--- src/rtl/sspq_pkg.sv ---
// Shared types and constants for the sorted priority queue.
// No dependencies; imported by the interfaces, the cell and the top level.
package sspq_pkg;

   localparam int KEY_W    = 8;
   localparam int TAG_W    = 16;
   localparam int STATUS_W = 2;
   localparam int OCC_W    = 5;

   localparam logic REQ_ENQUEUE = 1'b0;
   localparam logic REQ_DEQUEUE = 1'b1;

   localparam logic [STATUS_W-1:0] STATUS_ENQUEUED  = 2'd0;
   localparam logic [STATUS_W-1:0] STATUS_DEQUEUED  = 2'd1;
   localparam logic [STATUS_W-1:0] STATUS_UNDERFLOW = 2'd2;
   localparam logic [STATUS_W-1:0] STATUS_OVERFLOW  = 2'd3;

   typedef struct packed {
      logic             enq;
      logic             deq;
      logic [KEY_W-1:0] key;
      logic [TAG_W-1:0] tag;
   } cell_cmd_type;

endpackage

--- src/rtl/sspq_if.sv ---
// Valid/ready channel interfaces for requests and responses.
// Depends on sspq_pkg for field widths.
interface sspq_req_if import sspq_pkg::*; ();
   logic             valid;
   logic             ready;
   logic             req_type;
   logic [TAG_W-1:0] entry_tag;
   logic [KEY_W-1:0] entry_key;

   modport source (output valid, req_type, entry_tag, entry_key, input ready);
   modport sink (input valid, req_type, entry_tag, entry_key, output ready);
endinterface

interface sspq_rsp_if import sspq_pkg::*; ();
   logic                valid;
   logic                ready;
   logic [STATUS_W-1:0] status;
   logic [TAG_W-1:0]    out_tag;
   logic [KEY_W-1:0]    out_key;
   logic [OCC_W-1:0]    occupancy;

   modport source (output valid, status, out_tag, out_key, occupancy, input ready);
   modport sink (input valid, status, out_tag, out_key, occupancy, output ready);
endinterface

--- src/rtl/sspq_cell.sv ---
// One slot of the sorted chain: holds a key and tag, keeps, takes the new
// entry or shifts from a neighbour. Depends on sspq_pkg.
module sspq_cell import sspq_pkg::*; (
   input  logic             clock,
   input  cell_cmd_type     cmd,
   input  logic             occupied,
   input  logic [KEY_W-1:0] left_key,
   input  logic [TAG_W-1:0] left_tag,
   input  logic             left_keep,
   input  logic [KEY_W-1:0] right_key,
   input  logic [TAG_W-1:0] right_tag,
   output logic [KEY_W-1:0] key,
   output logic [TAG_W-1:0] tag,
   output logic             keep
);

   logic [KEY_W-1:0] key_ff, key_in;
   logic [TAG_W-1:0] tag_ff, tag_in;

   assign keep = occupied && (key_ff >= cmd.key);

   always_comb begin
      key_in = key_ff;
      tag_in = tag_ff;
      if (cmd.enq && !keep) begin
         if (left_keep) begin
            key_in = cmd.key;
            tag_in = cmd.tag;
         end else begin
            key_in = left_key;
            tag_in = left_tag;
         end
      end else if (cmd.deq) begin
         key_in = right_key;
         tag_in = right_tag;
      end
   end

   always_ff @(posedge clock) begin
      key_ff <= key_in;
      tag_ff <= tag_in;
   end

   assign key = key_ff;
   assign tag = tag_ff;

endmodule

--- src/rtl/stable_sorted_priority_queue_unit.sv ---
// Sorted priority queue built as a chain of key/tag cells.
// Depends on sspq_pkg, sspq_req_if, sspq_rsp_if and sspq_cell.
//
// Usage: a request item on req_ch either enqueues (entry_tag, entry_key) or
// dequeues the head. The largest key sits at the head; equal keys leave in
// arrival order. Each request yields exactly one response item on rsp_ch with
// a status (enqueued, dequeued, underflow, overflow), the removed tag and key
// (zero unless dequeued) and the occupancy after the request, modulo 32.
// Latency: the response is valid the cycle after the request is taken.
// Throughput: one request per cycle while not stalled; every cell compares its
// key with the new key and shifts in parallel.
// Stall: the response register holds while rsp_ch.ready is low; a new request
// is taken only when that register is empty or being drained.
// Reset (synchronous, active high) empties the queue and drops any pending
// response; cell contents are not cleared.
module stable_sorted_priority_queue_unit import sspq_pkg::*; #(
   parameter int QUEUE_DEPTH = 16
) (
   input  logic    clock,
   input  logic    reset,
   sspq_req_if.sink   req_ch,
   sspq_rsp_if.source rsp_ch
);

   localparam int CNT_W = $clog2(QUEUE_DEPTH + 1);

   logic [CNT_W-1:0]    count_ff, count_in;
   logic                rsp_valid_ff, rsp_valid_in;
   logic [STATUS_W-1:0] status_ff, status_in;
   logic [TAG_W-1:0]    out_tag_ff, out_tag_in;
   logic [KEY_W-1:0]    out_key_ff, out_key_in;
   logic [OCC_W-1:0]    occ_ff, occ_in;

   logic         accept, full, empty;
   cell_cmd_type cmd;

   logic [KEY_W-1:0] cell_key  [QUEUE_DEPTH];
   logic [TAG_W-1:0] cell_tag  [QUEUE_DEPTH];
   logic             cell_keep [QUEUE_DEPTH];

   assign req_ch.ready = !rsp_valid_ff || rsp_ch.ready;
   assign accept       = req_ch.valid && req_ch.ready;
   assign full         = (count_ff == CNT_W'(QUEUE_DEPTH));
   assign empty        = (count_ff == '0);

   assign cmd.enq = accept && (req_ch.req_type == REQ_ENQUEUE) && !full;
   assign cmd.deq = accept && (req_ch.req_type == REQ_DEQUEUE) && !empty;
   assign cmd.key = req_ch.entry_key;
   assign cmd.tag = req_ch.entry_tag;

   for (genvar i = 0; i < QUEUE_DEPTH; i++) begin : g_cell
      logic [KEY_W-1:0] lk, rk;
      logic [TAG_W-1:0] lt, rt;
      logic             lkeep;

      if (i == 0) begin : g_head
         assign lk    = cmd.key;
         assign lt    = cmd.tag;
         assign lkeep = 1'b1;
      end else begin : g_body
         assign lk    = cell_key[i-1];
         assign lt    = cell_tag[i-1];
         assign lkeep = cell_keep[i-1];
      end

      if (i == QUEUE_DEPTH - 1) begin : g_tail
         assign rk = cell_key[i];
         assign rt = cell_tag[i];
      end else begin : g_inner
         assign rk = cell_key[i+1];
         assign rt = cell_tag[i+1];
      end

      sspq_cell u_cell (
         .clock     (clock),
         .cmd       (cmd),
         .occupied  (CNT_W'(i) < count_ff),
         .left_key  (lk),
         .left_tag  (lt),
         .left_keep (lkeep),
         .right_key (rk),
         .right_tag (rt),
         .key       (cell_key[i]),
         .tag       (cell_tag[i]),
         .keep      (cell_keep[i])
      );
   end

   always_comb begin
      count_in     = count_ff;
      rsp_valid_in = rsp_valid_ff && !rsp_ch.ready;
      status_in    = status_ff;
      out_tag_in   = out_tag_ff;
      out_key_in   = out_key_ff;
      if (accept) begin
         rsp_valid_in = 1'b1;
         out_tag_in   = '0;
         out_key_in   = '0;
         if (req_ch.req_type == REQ_DEQUEUE) begin
            if (empty) begin
               status_in = STATUS_UNDERFLOW;
            end else begin
               status_in  = STATUS_DEQUEUED;
               out_tag_in = cell_tag[0];
               out_key_in = cell_key[0];
               count_in   = count_ff - CNT_W'(1);
            end
         end else begin
            if (full) begin
               status_in = STATUS_OVERFLOW;
            end else begin
               status_in = STATUS_ENQUEUED;
               count_in  = count_ff + CNT_W'(1);
            end
         end
      end
      occ_in = accept ? OCC_W'(count_in) : occ_ff;
   end

   always_ff @(posedge clock) begin
      if (reset) begin
         count_ff     <= '0;
         rsp_valid_ff <= 1'b0;
      end else begin
         count_ff     <= count_in;
         rsp_valid_ff <= rsp_valid_in;
      end
      status_ff  <= status_in;
      out_tag_ff <= out_tag_in;
      out_key_ff <= out_key_in;
      occ_ff     <= occ_in;
   end

   assign rsp_ch.valid     = rsp_valid_ff;
   assign rsp_ch.status    = status_ff;
   assign rsp_ch.out_tag   = out_tag_ff;
   assign rsp_ch.out_key   = out_key_ff;
   assign rsp_ch.occupancy = occ_ff;

endmodule

--- src/flat_wrapper.sv ---
// flat-port wrapper written by rule: the top's interface ports become plain ports
module stable_sorted_priority_queue_unit_flat import sspq_pkg::*;
#(
   parameter int QUEUE_DEPTH = 16
)
  (clock, reset, req_ch_valid, req_ch_req_type, req_ch_entry_tag, req_ch_entry_key, req_ch_ready, rsp_ch_valid, rsp_ch_status, rsp_ch_out_tag, rsp_ch_out_key, rsp_ch_occupancy, rsp_ch_ready);
  sspq_req_if req_ch_i ();
  sspq_rsp_if rsp_ch_i ();
  input  logic clock;
  input  logic reset;
  input wire logic [$bits(req_ch_i.valid)-1:0] req_ch_valid;
  input wire logic [$bits(req_ch_i.req_type)-1:0] req_ch_req_type;
  input wire logic [$bits(req_ch_i.entry_tag)-1:0] req_ch_entry_tag;
  input wire logic [$bits(req_ch_i.entry_key)-1:0] req_ch_entry_key;
  output wire logic [$bits(req_ch_i.ready)-1:0] req_ch_ready;
  output wire logic [$bits(rsp_ch_i.valid)-1:0] rsp_ch_valid;
  output wire logic [$bits(rsp_ch_i.status)-1:0] rsp_ch_status;
  output wire logic [$bits(rsp_ch_i.out_tag)-1:0] rsp_ch_out_tag;
  output wire logic [$bits(rsp_ch_i.out_key)-1:0] rsp_ch_out_key;
  output wire logic [$bits(rsp_ch_i.occupancy)-1:0] rsp_ch_occupancy;
  input wire logic [$bits(rsp_ch_i.ready)-1:0] rsp_ch_ready;
  assign req_ch_i.valid = req_ch_valid;
  assign req_ch_i.req_type = req_ch_req_type;
  assign req_ch_i.entry_tag = req_ch_entry_tag;
  assign req_ch_i.entry_key = req_ch_entry_key;
  assign req_ch_ready = req_ch_i.ready;
  assign rsp_ch_valid = rsp_ch_i.valid;
  assign rsp_ch_status = rsp_ch_i.status;
  assign rsp_ch_out_tag = rsp_ch_i.out_tag;
  assign rsp_ch_out_key = rsp_ch_i.out_key;
  assign rsp_ch_occupancy = rsp_ch_i.occupancy;
  assign rsp_ch_i.ready = rsp_ch_ready;
  stable_sorted_priority_queue_unit #(.QUEUE_DEPTH(QUEUE_DEPTH)) u_core (.clock(clock), .reset(reset), .req_ch(req_ch_i), .rsp_ch(rsp_ch_i));
endmodule
--- config.mk ---
export PLATFORM = sky130hd
export DESIGN_NAME = stable_sorted_priority_queue_unit_flat
export DESIGN_NICKNAME = d
export VERILOG_FILES = /design/src/rtl/sspq_pkg.sv /design/src/rtl/sspq_if.sv /design/src/rtl/sspq_cell.sv /design/src/rtl/stable_sorted_priority_queue_unit.sv /design/src/flat_wrapper.sv
export SDC_FILE = /design/constraint.sdc
export NUM_CORES = 1
export LEC_CHECK = 0
export ABC_AREA = 1
export BUFFER_PORTS_ARGS = -buffer_cell sky130_fd_sc_hd__buf_2
export CORE_ASPECT_RATIO = 0.8
export CORE_MARGIN = 3
export CORE_UTILIZATION = 49
export CTS_CLUSTER_SIZE = 14
export DETAILED_ROUTE_END_ITERATION = 8
export HOLD_SLACK_MARGIN = 0.1
export SLEW_MARGIN = 10
export SYNTH_ARGS = -nofsm -noshare
export SYNTH_HDL_FRONTEND = slang
export SYNTH_SLANG_ARGS = --single-unit
--- constraint.sdc ---
create_clock -name clock -period 8 [get_ports clock]
set_clock_uncertainty 0.05 [all_clocks]
set_input_delay 0.8 -clock clock [delete_from_list [all_inputs] [get_ports clock]]
set_output_delay 0.8 -clock clock [all_outputs]
set_load 0.02 [all_outputs]
* Yosys cells after proc, flatten, opt, wreduce, memory -nomap -nowiden *
Cells that the tools add are included.

word-level totals
  logic and storage cells = 248
  input port bits = 29
  output and inout port bits = 33
  flip-flop bits (word level) = 421

operators by class
  eq/ne operators = 1
  order comparisons = 32
  reductions and logical operators = 76
  bitwise logic cells = 1
  add/sub/neg operators = 2
  muxes and demuxes = 98

operators by type and width
  cell                 number
  $mux 16              45
  $mux 8               45
  $ge 8x8->1           16
  $lt 4x5->1 const A   8
  $logic_and 1x1->1    38
  $reduce_bool 2->1    15
  $logic_not 1->1      20
  $lt 3x5->1 const A   4
  $mux 5               4
  $lt 1x5->1 const A   2
  $lt 2x5->1 const A   2
  $mux 2               3
  $add 5x1->5 const B  1
  $eq 5x5->1 const B   1
  $logic_not 5->1      1
  $sub 5x1->5 const B  1
  $reduce_or 2->1      1
  $logic_or 1x1->1     1
  $mux 1               1
  $not 1->1            1

* Depth between registers and ports, before layout *
  depth in word-level cells = 7
  depth in mapped cells = 15
  depth with buffers taken out = 14

* By module *
From an unflattened synthesis, not the netlist that was laid out.

second synthesis, totals
  cell total of the unflattened synthesis = 2,926
  area, all modules = 28,760.1 um^2

by module, submodules not included
  module                                    cells an instance  seq. area each (um^2)  area an instance (um^2)  instances
  sspq_cell at u_core.g_cell[0].u_cell ...  170                720.7                  1,687.9                  14
  sspq_cell at u_core.g_cell[8].u_cell ...  170                720.7                  1,620.3                  2
  stable_sorted_priority_queue_unit         206                1,051.0                1,889.3                  1

* Worst setup path after synthesis *
OpenSTA, ideal clock, no wires.

  path kind = input to register
  start = in req_ch_entry_key[5]
  end = reg u_core.g_cell[15].u_cell.key_ff[0] (enable)
  library setup time = 413 ps
  stages on the path = 8
  data required time = 7,537 ps
  slack = 4,264 ps
  arrival = 3,273 ps
  path buffers = 1
  cell sequence = clkbuf_1 -> inv_1 -> ha_1 -> a21oi_1 -> nor2_1 -> nor2_1 -> nand4_1 -> a21oi_1

on the way
  cells in the longest elaborated chain, start to end = 4

ends and longest elaborated chain
  item                    RTL line            text
  start: declaration      flat_wrapper.sv:14  input wire logic [$bits(req_ch_i.entry_key)-1:0] req_ch_entry_key;
  $ge 8x8->1              sspq_cell.sv:20     assign keep = occupied && (key_ff >= cmd.key);
  $logic_and 1x1->1       sspq_cell.sv:20
  $logic_not 1->1         sspq_cell.sv:25     if (cmd.enq && !keep) begin
  $logic_and 1x1->1       sspq_cell.sv:25
  end signal: assignment  sspq_cell.sv:40     key_ff <= key_in;
  end: declaration        sspq_cell.sv:17     logic [KEY_W-1:0] key_ff, key_in;

Every way passes these cells.
A chain may end at the register's enable or synchronous reset.

* Final worst setup path *
  start = in req_ch_entry_key[2]
  end = reg u_core.g_cell[0].u_cell.tag_ff[6] (enable)

on the way
  cells in the longest elaborated chain, start to end = 5

ends and longest elaborated chain
  item                                RTL line         text
  $ge 8x8->1                          sspq_cell.sv:20
  $logic_and 1x1->1                   sspq_cell.sv:20
  $logic_not 1->1                     sspq_cell.sv:25
  $logic_and 1x1->1                   sspq_cell.sv:25
  $reduce_bool 2->1 (no source line)  n/a
  end signal: assignment              sspq_cell.sv:41  tag_ff <= tag_in;
  end: declaration                    sspq_cell.sv:18  logic [TAG_W-1:0] tag_ff, tag_in;

Every way passes these cells.

==> out/summary.md <==
The fraction of the cycle the final worst path needs works out to 0.6690. For this design the ratio of total power to cell area is 261.2 mW/mm^2. The tools report the total routing resource utilization after global routing as 0.3265.

The remaining number of nets flagged by the antenna check after routing came out at 0. The worst slew margin relative to its limit is 0.2154. The flow ran to the end, and the final reports show no timing, DRC or antenna violations. Largest net degree at the start of global routing: 50. The run gives 46 as the TritonCTS buffer count. At the placement stage, the worst setup path has a slack of 2.215 ns.

The data arrival time of the worst path was 5.39 ns; the peak per-stage delay on the critical path was 0.81 ns. The number of buffers inserted to repair setup after CTS is 0, and the final setup violation count is 0. The run gives 0.05599 mm^2 as the floorplan die area. The H-tree generated during clock tree synthesis spans 2 levels.

Detailed placement finished with a half-perimeter wire length of 64.39 mm. The measured slew at the worst slew-check pin was 1.174 ns. Counting the fill cells in the layout gives 4989. The total count of hold-check failures in the final report came out at 0. Using the TritonRoute via totals, the vias-per-cell ratio works out to 5.733. The first global-routing pass estimated 137.3 mm of wire. By instance count, the cell type seen most on the critical path is nand2_1.

The floorplan has 74 rows. The vertical die dimension works out to 212.2 um. Post-CTS repair changed the size of 0 cells. Setup repair after global routing left no endpoint under its margin.

Terminus of the critical flop-to-flop path: u_core.g_cell[0].u_cell.tag[6]$_DFFE_PP_. After the last flow step, the layout net total stands at 3544. The ratio of cells with drive above 1 in the final layout is 0.05851. In this run the worst hold path is classified as input pin to register. In this run the cell area of the synthesized design comes to 0.02605 mm^2. The number of warnings printed during yosys synthesis was 0; the total vias in the final route was 23517.

For the relative contribution of the clock network to total power, the log shows 0.271. TritonCTS built the clock tree. Violation count after the first detailed-route iteration: 2965.

After clock tree synthesis, the clock-pin slew on the worst setup and hold paths is 0.06 ns. The run gives 0 as the diode insertion count for antenna repair. For flop-to-flop paths, the worst setup slack is 3.49 ns. The internal power was 4563 uW; the total congestion overflow after global routing was 0. The synthesis-to-finish area growth is 7.007%, and the total of flip-flops plus latches after synthesis is 421. The clock latency at the later pin of the worst-skew pair is 0.60 ns, and the mean instance size in the synthesized netlist is 7.600 um^2.

The proportion of synthesized flip-flops having asynchronous set or reset was 0. The startpoint type of the worst setup path is an input pin. In this run the worst path has a maximum fanout of 49.

The worst path meets setup with 2.648 ns of slack. The number of remaining DRC errors is 0, and the wire length after detailed routing is 92.92 mm. Top-level port count: 62. Worst voltage drop across the vdd grid: 0.1636 mV.

Among all flip-flop cells after synthesis, the most frequent one is edfxtp_1. In the layout the commonest cells are 1955 x nand2_1, 415 x edfxtp_1, 344 x nand3_1. Summed over all cells, the static leakage comes to 0.01378 uW.

The number of distinct library cell variants in the gate-level netlist after synthesis came out at 35. The critical path class is input pin to register. Synthesis produced 3428 cells. The startpoint identified for the worst register-to-register timing path is u_core.g_cell[0].u_cell.key[3]$_DFFE_PP_. Critical path launch point: req_ch_entry_key[2]. Net switching share of the total power: 0.3733. Counting along the longest clock path gives a buffer depth of 3.

Counting flops with a built-in enable in the synthesized netlist gives 415. For the initial core utilization, the log shows 0.5034. The signal on the critical path passes through buf_2 -> inv_1 -> ha_1 -> nand2_1 -> nor2_1 -> nor2_1 -> nand2_1 -> nand2_1 -> nand2_1 -> nand2_2 -> nand2_2 -> nand2_1. The core outline area was 0.05176 mm^2. Timing would allow up to 186.8 MHz.

The tree is rooted in a clkbuf_16. STA classifies the critical path endpoint as a register. Clock tree synthesis found a total of 421 sinks. The initial antenna violation count is 0.

Commonest non-fill, non-tap cell in the layout: nand2_1. The tool flagged a number of max-cap violations equal to 0. Measured in cells, the most critical reg-to-reg path has a length of 10. The tools report the net count of the mapped netlist as 3589.

The slowest stage of the critical path is the nand2_1 cell. The total of buffers placed on input and output ports came out at 61. The number of hold buffers added after CTS was 0. The part of the Yosys area used for sequential elements was 0.4830; the number of iterations in the first detailed-routing pass was 6. At the worst endpoint, the required time is 8.04 ns.

The critical path ends at u_core.g_cell[0].u_cell.tag[6]$_DFFE_PP_. In the final routed layout, each cell accounts on average for 22.65 um. The logs give 0.8975 for the placer congestion estimate and 0.274 for the proportion of power drawn by combinational gates. Number of global-route vias before repair: 21716.

For this design the total switching power over the nets is 2718 uW. The sequential group share of total power is 0.454, and the final critical path time including I/O delays and setup is 5.352 ns. The final setup TNS is 0 ns, and the die outline width is 263.8 um. The count of final max-slew check failures was 0.
-- cells in the mapped netlist, types with 2 or more instances --
| cell type | instances | area share |
|---|---|---|
| a21oi_1 | 41 | 0.0079 |
| buf_1 | 5 | 0.00072 |
| buf_2 | 66 | 0.013 |
| buf_4 | 19 | 0.0055 |
| buf_6 | 2 | 0.00086 |
| clkbuf_1 | 88 | 0.013 |
| dfxtp_1 | 6 | 0.0046 |
| edfxtp_1 | 415 | 0.48 |
| ha_1 | 132 | 0.063 |
| inv_1 | 139 | 0.020 |
| inv_2 | 17 | 0.0024 |
| nand2_1 | 1955 | 0.28 |
| nand2_2 | 16 | 0.0038 |
| nand2_4 | 11 | 0.0048 |
| nand3_1 | 344 | 0.066 |
| nand4_1 | 2 | 0.00048 |
| nor2_1 | 81 | 0.012 |
| o21a_1 | 15 | 0.0043 |
| o21ai_0 | 40 | 0.0077 |
| o21ai_1 | 15 | 0.0029 |
| o21ai_2 | 5 | 0.0017 |
-- stage by stage --
stage               instance area (um^2)  instances  hold WS, ns  total power [uW]    util
finish                             27880       4102       0.3962              7281  0.5386
global route                       27880       4102       0.3793              7637  0.5386
CTS                                27880       4102       0.3744              7232  0.5386
detailed placement                 26560       4019       0.4564              5281  0.5131
global placement                   26560       4019       0.4551              5236  0.5131
floorplan                          26050       3428       0.4444              4557       -
-- area by class of cell --
| type | instances | area [um^2] | area share |
|---|---|---|---|
| clock buffers | 61 | 1207 | 0.04331 |
| clock inverters | 22 | 115.1 | 0.004129 |
| inverters | 158 | 595.6 | 0.02136 |
| multi-input cells | 2668 | 12010 | 0.4309 |
| flip-flops and latches | 421 | 12580 | 0.4513 |
| well taps | 684 | 855.8 | 0.03070 |
| repair buffers | 88 | 508.0 | 0.01822 |
-- worst min path at each step --
stage | start | cells after the start | end | slack [ns]
2_1_floorplan | u_core.g_cell[15].u_cell.tag[0]$_DFFE_PP_ | 2 | u_core.g_cell[14].u_cell.tag[0]$_DFFE_PP_ | 0.44
3_3_place_gp | u_core.g_cell[15].u_cell.tag[10]$_DFFE_PP_ | 2 | u_core.g_cell[14].u_cell.tag[10]$_DFFE_PP_ | 0.46
3_5_place_dp | u_core.g_cell[15].u_cell.tag[7]$_DFFE_PP_ | 2 | u_core.g_cell[14].u_cell.tag[7]$_DFFE_PP_ | 0.46
4_1_cts | reset | 2 | u_core.rsp_ch.valid$_SDFF_PP0_ | 0.37
5_1_grt | reset | 2 | u_core.rsp_ch.valid$_SDFF_PP0_ | 0.38
6_report | reset | 2 | u_core.rsp_ch.valid$_SDFF_PP0_ | 0.40
-- registers in the layout (all words and copies together), names as in the netlist --
name / count
u_core.count_ff: 5
u_core.rsp_ch.valid: 1
u_core.rsp_ch.status: 2
u_core.g_cell.u_cell.tag: 256
u_core.rsp_ch.occupancy: 5
u_core.g_cell.u_cell.key: 128
u_core.rsp_ch.out_key: 8
u_core.rsp_ch.out_tag: 16
-- power groups by stage --
stage	Combinational (uW)	Sequential (uW)	Clock [uW]
floorplan	1430	3130	0
global placement	1910	3330	0
detailed placement	1960	3320	0
CTS	1970	3280	1990
global route	2250	3310	2070
finish	2000	3310	1980
-- kinds of logic after synthesis --
family          synth area share
compound gates           0.02569
simple gates              0.3712
fa+ha+maj                0.06339
xor+xnor               0.0006725
flops                     0.4830
buf+inv                  0.05605
-- metal layers --
| metal | track usage | vias up | wire [um] | share of wire |
|---|---|---|---|---|
| met3 | 0.08296 | 194 | 11290 | 0.12 |
| met4 | 0.1145 | 0 | 3353 | 0.036 |
| met2 | 0.4615 | 1369 | 37540 | 0.40 |
| met5 | 0 | - | 0 | 0 |
| li1 | - | 10972 | - | - |
| met1 | 0.4855 | 10982 | 40730 | 0.44 |
-- critical path, delay by kind of cell --
family / cells / cell delay (ns)
AND/OR/NAND/NOR: 9 / 3.01
buffers and inverters: 2 / 1.06
adder cells (fa/ha/maj): 1 / 0.46
(Power assumes the default switching activity.)
